File: config.mk
export PLATFORM = sky130hd
export DESIGN_NAME = window_mean_stdev_motion
export DESIGN_NICKNAME = d
export VERILOG_FILES = /design/src/sv/wmsm_pkg.sv /design/src/sv/wmsm_window.sv /design/src/sv/wmsm_unit.sv /design/src/sv/window_mean_stdev_motion.sv
export SDC_FILE = /design/constraint.sdc
export NUM_CORES = 2
export LEC_CHECK = 0
export ABC_AREA = 1
export ABC_CLOCK_PERIOD_IN_PS = 5700
export BUFFER_PORTS_ARGS = -buffer_cell sky130_fd_sc_hd__buf_2
export CORE_ASPECT_RATIO = 1.4
export CORE_MARGIN = 2
export CORE_UTILIZATION = 45
export CTS_BUF_LIST = sky130_fd_sc_hd__clkbuf_8
export CTS_CLUSTER_SIZE = 14
export DETAILED_ROUTE_END_ITERATION = 8
export GPL_TIMING_DRIVEN = 0
export PLACE_DENSITY = 0.66
export SYNTH_ARGS = -nofsm -noshare
export SYNTH_HDL_FRONTEND = slang
export SYNTH_SLANG_ARGS = --single-unit
File: constraint.sdc
create_clock -name i_clk -period 5.7 [get_ports i_clk]
set_clock_uncertainty 0.2 [all_clocks]
set_input_delay 1.14 -clock i_clk [delete_from_list [all_inputs] [get_ports i_clk]]
set_output_delay 1.14 -clock i_clk [all_outputs]
set_load 0.05 [all_outputs]
File: src/sv/wmsm_pkg.sv
`timescale 1ns / 1ps
// Shared types and constants for the window mean / deviation motion detector.
package wmsm_pkg;

    localparam int SAMPLE_W    = 16;
    localparam int STD_W       = 21;
    localparam int THR_W       = 16;
    localparam int VAR_SCALE_W = 8;   // 256 * V gives sixteen times the root
    localparam logic [THR_W-1:0] THR_RESET = 16'd10;

    typedef struct packed {
        logic                sample_ready;
        logic [SAMPLE_W-1:0] sample_value;
    } t_in_item;

    typedef struct packed {
        logic [SAMPLE_W-1:0] mean_value;
        logic [STD_W-1:0]    std_dev_x16;
        logic                motion_detected;
    } t_out_item;

    typedef enum logic [1:0] {
        WIN_HOLD,
        WIN_LOAD,
        WIN_ROTATE
    } t_win_op;

    typedef enum logic [2:0] {
        ST_IDLE,
        ST_SUM,
        ST_MEAN,
        ST_VAR,
        ST_SQRT_GO,
        ST_SQRT_WAIT,
        ST_DONE
    } t_state;

endpackage

File: src/sv/wmsm_window.sv
`timescale 1ns / 1ps
// Sample window: shift line that loads a new sample or rotates in place.
module wmsm_window #(
    parameter int DEPTH = 10
) (
    input  logic                               i_clk,
    input  logic                               i_rst_n,
    input  wmsm_pkg::t_win_op                  i_op,
    input  wmsm_pkg::t_in_item                 i_item,
    output logic [wmsm_pkg::SAMPLE_W-1:0]      o_head
);

    logic [wmsm_pkg::SAMPLE_W-1:0] r_win [DEPTH];

    always_ff @(posedge i_clk) begin
        if (!i_rst_n) begin
            for (int i = 0; i < DEPTH; i++) begin
                r_win[i] <= '0;
            end
        end else begin
            unique case (i_op)
                wmsm_pkg::WIN_LOAD: begin
                    for (int i = 0; i < DEPTH - 1; i++) begin
                        r_win[i] <= r_win[i+1];
                    end
                    // top slot keeps its old value when no fresh sample
                    if (i_item.sample_ready) begin
                        r_win[DEPTH-1] <= i_item.sample_value;
                    end
                end
                wmsm_pkg::WIN_ROTATE: begin
                    for (int i = 0; i < DEPTH - 1; i++) begin
                        r_win[i] <= r_win[i+1];
                    end
                    r_win[DEPTH-1] <= r_win[0];
                end
                default: begin
                end
            endcase
        end
    end

    assign o_head = r_win[0];

endmodule

File: src/sv/wmsm_unit.sv
`timescale 1ns / 1ps
// Compare-subtract unit: largest root r with SCALE * r * r <= value, one bit a cycle.
module wmsm_unit #(
    parameter int UW    = 44,
    parameter int RW    = 21,
    parameter int SCALE = 8,
    localparam int TW    = ((UW > 2 * RW) ? UW : 2 * RW) + $clog2(SCALE + 1) + 1,
    localparam int CNT_W = $clog2(RW + 1)
) (
    input  logic                  i_clk,
    input  logic                  i_rst_n,
    input  logic                  i_start,
    input  logic [UW-1:0]         i_value,
    output logic                  o_busy,
    output logic [RW-1:0]         o_result
);

    logic                 r_busy;
    logic [CNT_W-1:0]     r_cnt;
    logic [TW-1:0]        r_rem;   // value left after the accepted trials
    logic [TW-1:0]        r_t1;    // SCALE * root so far, aligned to the trial bit
    logic [TW-1:0]        r_t2;    // SCALE * trial bit squared
    logic [RW-1:0]        r_root;

    logic [TW-1:0]        w_trial;
    logic [TW:0]          w_diff;
    logic                 w_ge;

    assign w_trial = r_t1 + r_t2;
    assign w_diff  = {1'b0, r_rem} - {1'b0, w_trial};
    assign w_ge    = !w_diff[TW];

    always_ff @(posedge i_clk) begin
        if (!i_rst_n) begin
            r_busy <= 1'b0;
            r_cnt  <= '0;
        end else if (i_start) begin
            r_busy <= 1'b1;
            r_cnt  <= CNT_W'(RW);
        end else if (r_busy) begin
            r_cnt <= r_cnt - CNT_W'(1);
            if (r_cnt == CNT_W'(1)) begin
                r_busy <= 1'b0;
            end
        end
    end

    always_ff @(posedge i_clk) begin
        if (i_start) begin
            r_rem  <= TW'(i_value);
            r_t1   <= '0;
            r_t2   <= TW'(SCALE) << (2 * (RW - 1));
            r_root <= '0;
        end else if (r_busy) begin
            if (w_ge) begin
                r_rem <= w_diff[TW-1:0];
            end
            r_t1   <= w_ge ? ((r_t1 >> 1) + r_t2) : (r_t1 >> 1);
            r_t2   <= r_t2 >> 2;
            r_root <= {r_root[RW-2:0], w_ge};
        end
    end

    assign o_busy   = r_busy;
    assign o_result = r_root;

    a_start_idle: assert property (@(posedge i_clk) disable iff (!i_rst_n)
        i_start |-> !r_busy)
        else $error("unit started while busy");

    a_cnt_live: assert property (@(posedge i_clk) disable iff (!i_rst_n)
        r_busy |-> (r_cnt != '0))
        else $error("unit busy with zero step count");

    a_trial_live: assert property (@(posedge i_clk) disable iff (!i_rst_n)
        r_busy |-> (r_t2 != '0))
        else $error("root trial term lost");

endmodule

File: src/sv/window_mean_stdev_motion.sv
`timescale 1ns / 1ps
// Top level: sequencer, accumulators and result register of the motion detector.
//
//   channel   direction  handshake                 payload
//   in        input      i_in_valid / o_in_ready   i_in  (t_in_item)
//   out       output     o_out_valid / i_out_ready o_out (t_out_item)
//   cfg       input      i_cfg_we                  i_cfg_wdata (motion threshold)
//
// From accept to the next ready, one transaction runs these steps in order, with the
// input not ready: summing the rotating window, one reciprocal multiply for the mean,
// the squared deviations, start and wait on the compare-subtract root unit, loading
// the result, then ready again.
// Synchronous active-low reset clears the window to zero and the threshold to 10.
// A stalled output holds the next result in the final state, and the input stays off.
module window_mean_stdev_motion #(
    parameter int WINDOW_DEPTH = 10
) (
    input  logic                              i_clk,
    input  logic                              i_rst_n,
    input  logic                              i_in_valid,
    output logic                              o_in_ready,
    input  wmsm_pkg::t_in_item                i_in,
    output logic                              o_out_valid,
    input  logic                              i_out_ready,
    output wmsm_pkg::t_out_item               o_out,
    input  logic                              i_cfg_we,
    input  logic [wmsm_pkg::THR_W-1:0]        i_cfg_wdata
);

    localparam int SW       = wmsm_pkg::SAMPLE_W;
    localparam int SUM_W    = SW + $clog2(WINDOW_DEPTH);
    localparam int VAR_W    = 2 * SW + $clog2(WINDOW_DEPTH);
    localparam int UW       = VAR_W + wmsm_pkg::VAR_SCALE_W;
    localparam int CW       = $clog2(WINDOW_DEPTH + 1);
    localparam int SQ_W     = 2 * SW;
    // exact floor division of the sum by D-1 through a rounded-up reciprocal
    localparam int MEAN_DIV = WINDOW_DEPTH - 1;
    localparam int REC_S    = SUM_W + $clog2(MEAN_DIV);
    localparam longint REC_M = ((longint'(1) << REC_S) + longint'(MEAN_DIV - 1))
                               / longint'(MEAN_DIV);
    localparam int REC_W    = SUM_W + 1;
    localparam int PROD_W   = SUM_W + REC_W;

    wmsm_pkg::t_state     r_state, n_state;
    logic [CW-1:0]        r_cnt;
    logic [SUM_W-1:0]     r_sum;
    logic [SW-1:0]        r_mean;
    logic [SW-1:0]        r_d;
    logic                 r_d_v;
    logic [SQ_W-1:0]      r_sq;
    logic                 r_sq_v;
    logic [VAR_W-1:0]     r_var;
    logic [SQ_W-1:0]      r_thr2;
    logic [VAR_W-1:0]     r_limit;
    logic                 r_motion;
    logic [wmsm_pkg::THR_W-1:0] r_thr;
    logic                 r_out_valid;
    wmsm_pkg::t_out_item  r_out;

    wmsm_pkg::t_win_op    w_win_op;
    logic                 w_unit_start;
    logic [UW-1:0]        w_unit_value;
    logic                 w_unit_busy;
    logic [wmsm_pkg::STD_W-1:0] w_unit_res;
    logic [SW-1:0]        w_head;
    logic                 w_in_acc;
    logic                 w_out_load;
    logic [VAR_W-1:0]     w_limit;
    logic [PROD_W-1:0]    w_mean_prod;

    assign w_in_acc     = i_in_valid && o_in_ready;
    assign w_out_load   = (r_state == wmsm_pkg::ST_DONE) && (!r_out_valid || i_out_ready);
    assign w_limit      = VAR_W'(r_thr2) * VAR_W'(WINDOW_DEPTH - 2);
    assign w_mean_prod  = PROD_W'(r_sum) * PROD_W'(REC_M);
    assign w_unit_value = {r_var, {wmsm_pkg::VAR_SCALE_W{1'b0}}};

    wmsm_window #(
        .DEPTH (WINDOW_DEPTH)
    ) u_window (
        .i_clk   (i_clk),
        .i_rst_n (i_rst_n),
        .i_op    (w_win_op),
        .i_item  (i_in),
        .o_head  (w_head)
    );

    // root of 256 * V / (D - 2), found as the largest r with (D - 2) * r * r <= 256 * V
    wmsm_unit #(
        .UW    (UW),
        .RW    (wmsm_pkg::STD_W),
        .SCALE (WINDOW_DEPTH - 2)
    ) u_unit (
        .i_clk     (i_clk),
        .i_rst_n   (i_rst_n),
        .i_start   (w_unit_start),
        .i_value   (w_unit_value),
        .o_busy    (w_unit_busy),
        .o_result  (w_unit_res)
    );

    always_ff @(posedge i_clk) begin
        if (!i_rst_n) begin
            r_state <= wmsm_pkg::ST_IDLE;
        end else begin
            r_state <= n_state;
        end
    end

    always_comb begin
        n_state      = r_state;
        o_in_ready   = 1'b0;
        w_win_op     = wmsm_pkg::WIN_HOLD;
        w_unit_start = 1'b0;
        unique case (r_state)
            wmsm_pkg::ST_IDLE: begin
                o_in_ready = 1'b1;
                if (i_in_valid) begin
                    w_win_op = wmsm_pkg::WIN_LOAD;
                    n_state  = wmsm_pkg::ST_SUM;
                end
            end
            wmsm_pkg::ST_SUM: begin
                w_win_op = wmsm_pkg::WIN_ROTATE;
                if (r_cnt == CW'(WINDOW_DEPTH - 1)) begin
                    n_state = wmsm_pkg::ST_MEAN;
                end
            end
            wmsm_pkg::ST_MEAN: begin
                n_state = wmsm_pkg::ST_VAR;
            end
            wmsm_pkg::ST_VAR: begin
                if (r_cnt < CW'(WINDOW_DEPTH)) begin
                    w_win_op = wmsm_pkg::WIN_ROTATE;
                end else begin
                    n_state = wmsm_pkg::ST_SQRT_GO;
                end
            end
            wmsm_pkg::ST_SQRT_GO: begin
                w_unit_start = 1'b1;
                n_state      = wmsm_pkg::ST_SQRT_WAIT;
            end
            wmsm_pkg::ST_SQRT_WAIT: begin
                if (!w_unit_busy) begin
                    n_state = wmsm_pkg::ST_DONE;
                end
            end
            wmsm_pkg::ST_DONE: begin
                if (!r_out_valid || i_out_ready) begin
                    n_state = wmsm_pkg::ST_IDLE;
                end
            end
            default: begin
                n_state = wmsm_pkg::ST_IDLE;
            end
        endcase
    end

    // control counters and flags
    always_ff @(posedge i_clk) begin
        if (!i_rst_n) begin
            r_cnt       <= '0;
            r_d_v       <= 1'b0;
            r_sq_v      <= 1'b0;
            r_thr       <= wmsm_pkg::THR_RESET;
            r_out_valid <= 1'b0;
        end else begin
            if (i_cfg_we) begin
                r_thr <= i_cfg_wdata;
            end
            if (w_out_load) begin
                r_out_valid <= 1'b1;
            end else if (i_out_ready) begin
                r_out_valid <= 1'b0;
            end
            if (w_in_acc || r_state == wmsm_pkg::ST_MEAN) begin
                r_cnt  <= '0;
                r_d_v  <= 1'b0;
                r_sq_v <= 1'b0;
            end else if (r_state == wmsm_pkg::ST_SUM || r_state == wmsm_pkg::ST_VAR) begin
                r_cnt  <= r_cnt + CW'(1);
                r_d_v  <= (r_state == wmsm_pkg::ST_VAR) && (r_cnt < CW'(WINDOW_DEPTH - 1));
                r_sq_v <= r_d_v;
            end
        end
    end

    // datapath
    always_ff @(posedge i_clk) begin
        if (w_in_acc) begin
            r_sum <= '0;
        end else if (r_state == wmsm_pkg::ST_SUM && r_cnt < CW'(WINDOW_DEPTH - 1)) begin
            r_sum <= r_sum + SUM_W'(w_head);
        end
        if (r_state == wmsm_pkg::ST_MEAN) begin
            r_mean <= w_mean_prod[REC_S +: SW];
            r_var  <= '0;
            r_thr2 <= SQ_W'(r_thr) * SQ_W'(r_thr);
        end
        if (r_state == wmsm_pkg::ST_VAR) begin
            r_d     <= (r_mean > w_head) ? (r_mean - w_head) : (w_head - r_mean);
            r_sq    <= SQ_W'(r_d) * SQ_W'(r_d);
            r_limit <= w_limit;
            if (r_sq_v) begin
                r_var <= r_var + VAR_W'(r_sq);
            end
        end
        if (r_state == wmsm_pkg::ST_SQRT_GO) begin
            r_motion <= (r_var > r_limit);
        end
        if (w_out_load) begin
            r_out.mean_value      <= r_mean;
            r_out.std_dev_x16     <= w_unit_res;
            r_out.motion_detected <= r_motion;
        end
    end

    assign o_out_valid = r_out_valid;
    assign o_out       = r_out;

    a_ready_unit_idle: assert property (@(posedge i_clk) disable iff (!i_rst_n)
        o_in_ready |-> !w_unit_busy)
        else $error("input ready while unit still busy");

    a_done_holds: assert property (@(posedge i_clk) disable iff (!i_rst_n)
        (r_state == wmsm_pkg::ST_DONE && r_out_valid && !i_out_ready)
        |=> (r_state == wmsm_pkg::ST_DONE && r_out_valid))
        else $error("result dropped while output stalled");

    a_accept_starts: assert property (@(posedge i_clk) disable iff (!i_rst_n)
        w_in_acc |=> (r_state == wmsm_pkg::ST_SUM && r_cnt == '0))
        else $error("accepted transaction did not start the sum pass");

endmodule

==> metrics.yaml <==
status:
  status: "finished with violations"
  violations: "setup timing"
sta:
  period_share_pct: 106
  min_period_ns: 6.03
  slew_viol_final: 0
  timing.fmax_mhz: 166
  hold_viol: 0
  rsz0062_at_grt: "true"
  maxSlewHeadroom_pct: 15.4
  tightestPinTransition_ns: 1.27
  worst_slack_ns: -0.332
  setup_viol: 15
  fin_hold_ws_ns: 0.210
global_routing:
  grt_pass1_wl_um: 255000
  antenna_found_initial: 4
  grt_overflow: 0
  grt_max_degree: 107
  grt_usage_pct: 26.1
  first_global_vias: 48078
finish:
  area_growth_pct: 13.7
  final_nets: 8587
  layout-drive-gt1-share_pct: 10.7
  fill_cells: 11769
  fin_util_pct: 51.5
setup_path:
  crit_type: "flop to flop"
  max_stage_delay_ns: 0.55
  critPathLaunchType: "flop"
  crit_buf_inv: 7
  r2r_cells: 23
  crit_arrival_ns: 6.41
  cp_slowest_cell: "fa_1"
  cp.depth: 23
  crit_family: "adder cells"
  required_ns: 6.08
  path_cells: "buf_8 > buf_6 > nand2_2 > inv_2 > fa_1 > inv_1 > fa_1 > inv_2 > fa_2 > fa_2 > fa_1 > inv_2 > fa_1 > inv_2 > ha_4 > a21oi_4 > nor2_1 > nor2_1 > nor2_1 > nor2_1 > nand3_2 > a21oi_2 > xor2_2"
  ff2ff_setup_slack_ns: -0.33
  endpoint_kind: "flop"
  crit_fanout: 5
clock_tree:
  cts_made_buffers: 90
  cts_root_buf: "clkbuf_8"
  clkSinkCount: 553
  path_clk_slew_ns: 0.07
  clock_latency_ns: 0.81
  cts_tree: "done"
  clk_path_buf_depth: 3
  htreeDepth: 3
die:
  die-height_um: 419
  core_area_sq_um: 122000
  rows: 152
  dieArea_sq_um: 126000
  start_util_pct: 45.3
  die_w_um: 301
  ios: 78
synthesis:
  ys.flop_type: "edfxtp_1"
  ys_types: 57
  yosys_warnings: 0
  syn_inst: 7290
  avgSynthCellArea_sq_um: 7.61
  synth_seq_area_share_pct: 26.5
  synth-edff-count: 360
  ys_async_sr_fraction_pct: 0
  syn_area_sq_um: 55500
  syn_nets: 8301
  synth-seq-cells: 553
route:
  dr_total_vias: 47974
  wl_per_cell_um: 18.0
  drt_iter0_markers: 2944
  drt_pass1_iterations: 5
  drc: 0
  routed_wirelength_um: 167000
  detail-route-antenna-nets: 0
  routed_via_density: 5.18
placement:
  portBuffers: 75
  gp_congestion: 0.998
  dp_hpwl_um: 134000
  place_ws_ns: -1.15
min_path:
  min_path_type: "flop to flop"
  min_path_cells: 0
job:
  maxCapViolCount: 0
cell usage after synthesis (19+ instances only):
cell | n | area (sq um)
o21ai_0 | 282 | 1410
a22oi_1 | 42 | 315
o21ai_2 | 29 | 254
xor2_1 | 140 | 1230
dfxtp_1 | 193 | 3860
clkbuf_1 | 120 | 450
a21oi_1 | 375 | 1880
o21bai_1 | 35 | 263
nor3_1 | 58 | 290
a21o_1 | 21 | 158
nand3_1 | 321 | 1610
fa_1 | 421 | 8430
edfxtp_1 | 360 | 10800
nor4_1 | 19 | 119
ha_1 | 552 | 6910
buf_2 | 25 | 125
inv_1 | 1642 | 6160
nand2_1 | 1705 | 6400
xnor2_1 | 89 | 780
nand4_1 | 55 | 344
nor2_1 | 614 | 2300
worst paths after layout:
kind                                 start     endpoint
worst min-delay path            r_thr2[19]  r_limit[22]
worst max-delay path                r_d[4]     r_sq[30]
worst min register to register  r_thr2[19]  r_limit[22]
worst max register to register      r_d[4]     r_sq[30]
worst register-to-register path, cell delays in order, from the launching register on:
cell      delay, ns
edfxtp_1       0.51
buf_8          0.20
buf_6          0.12
nand2_2        0.06
inv_2          0.04
fa_1           0.49
inv_1          0.05
fa_1           0.49
inv_2          0.05
fa_2           0.54
fa_2           0.44
fa_1           0.53
inv_2          0.05
fa_1           0.55
inv_2          0.07
ha_4           0.24
a21oi_4        0.17
nor2_1         0.08
nor2_1         0.15
nor2_1         0.07
nor2_1         0.14
nand3_2        0.18
a21oi_2        0.22
xor2_2         0.24
registers in the layout, summed over array words and instances (netlist names), 4 cells and up:
register and count:
r_d 16, u_unit.r_cnt 5, r_thr2 31, u_unit.r_t1 49, u_window.r_win 160, r_cnt 4
r_limit 31, u_unit.o_result 21, r_sq 31, o_out 38, r_mean 16, r_thr 16
u_unit.r_rem 49, u_unit.r_t2 22, r_sum 20, r_var 36
layer usage:
layer | wire length, um | track usage [%]
met2 | 83500 | 46.8
met3 | 7860 | 2.72
met4 | 11400 | 15.5
met5 | 11 | 0
met1 | 64500 | 29.8
final cells by class:
class	count	area [sq um]	area share, %
multi-input cells	4925	35400	56.1
flip-flops and latches	553	14800	23.4
inverters	1650	6200	9.83
well taps	1617	2020	3.21
repair buffers	212	1610	2.56
clock buffers	93	1280	2.03
plain buffers	144	1110	1.77
clock inverters	73	676	1.07
diodes	1	2.50	0.00397
cell families (layout without fill, tap and decap cells):
kind of cell,count (synthesis),count (layout),share of synthesized area [%]
simple gates,2837,2837,20.8
fa+ha+maj,973,973,27.6
flops,553,553,26.5
compound gates,884,884,9.00
other cells,0,1,0
mux,2,2,0.0383
xor+xnor,229,229,3.62
buf+inv,1812,2172,12.4
metrics by stage:
stage                     TNS [ns]  instances  area, sq um
final                        -2.83       9268        63100
after detailed placement    -42.63       8986        58000
after floorplan            -0.0541       7290        55500
after global placement     -106.60       8982        57900
after global routing         -6.16       9268        63100
after CTS                    -1.52       9199        61500
repair_timing:
action                     in CTS  in global routing
cloned                          0                  1
gates resized for setup       284                310
setup endpoints to repair      98                128
pin swaps                      60                147
hold buffers                    0                  0
setup buffers                  65                 67
layout by cell type, fill, tap and decap left out, types with 21 or more instances in the layout:
| cell | n |
|---|---|
| buf_4 | 111 |
| xor2_1 | 132 |
| nand2_1 | 1630 |
| nand2_4 | 22 |
| nand3_1 | 311 |
| ha_1 | 517 |
| xnor2_1 | 86 |
| inv_1 | 1620 |
| inv_2 | 49 |
| o21ai_1 | 25 |
| fa_1 | 403 |
| nand2_2 | 60 |
| buf_6 | 32 |
| clkbuf_1 | 62 |
| buf_2 | 100 |
| nand4_1 | 55 |
| ha_4 | 24 |
| clkbuf_8 | 98 |
| o21ai_2 | 38 |
| a21oi_1 | 332 |
| dfxtp_1 | 161 |
| a21oi_2 | 29 |
| a22oi_1 | 42 |
| edfxtp_1 | 360 |
| nor3_1 | 52 |
| o21ai_0 | 259 |
| o21bai_1 | 33 |
| a21o_1 | 21 |
| nor2_1 | 593 |
Power is left out: the tool's default activity adds up to more than one toggle a clock period on the data nets, which glitch-free logic cannot reach.
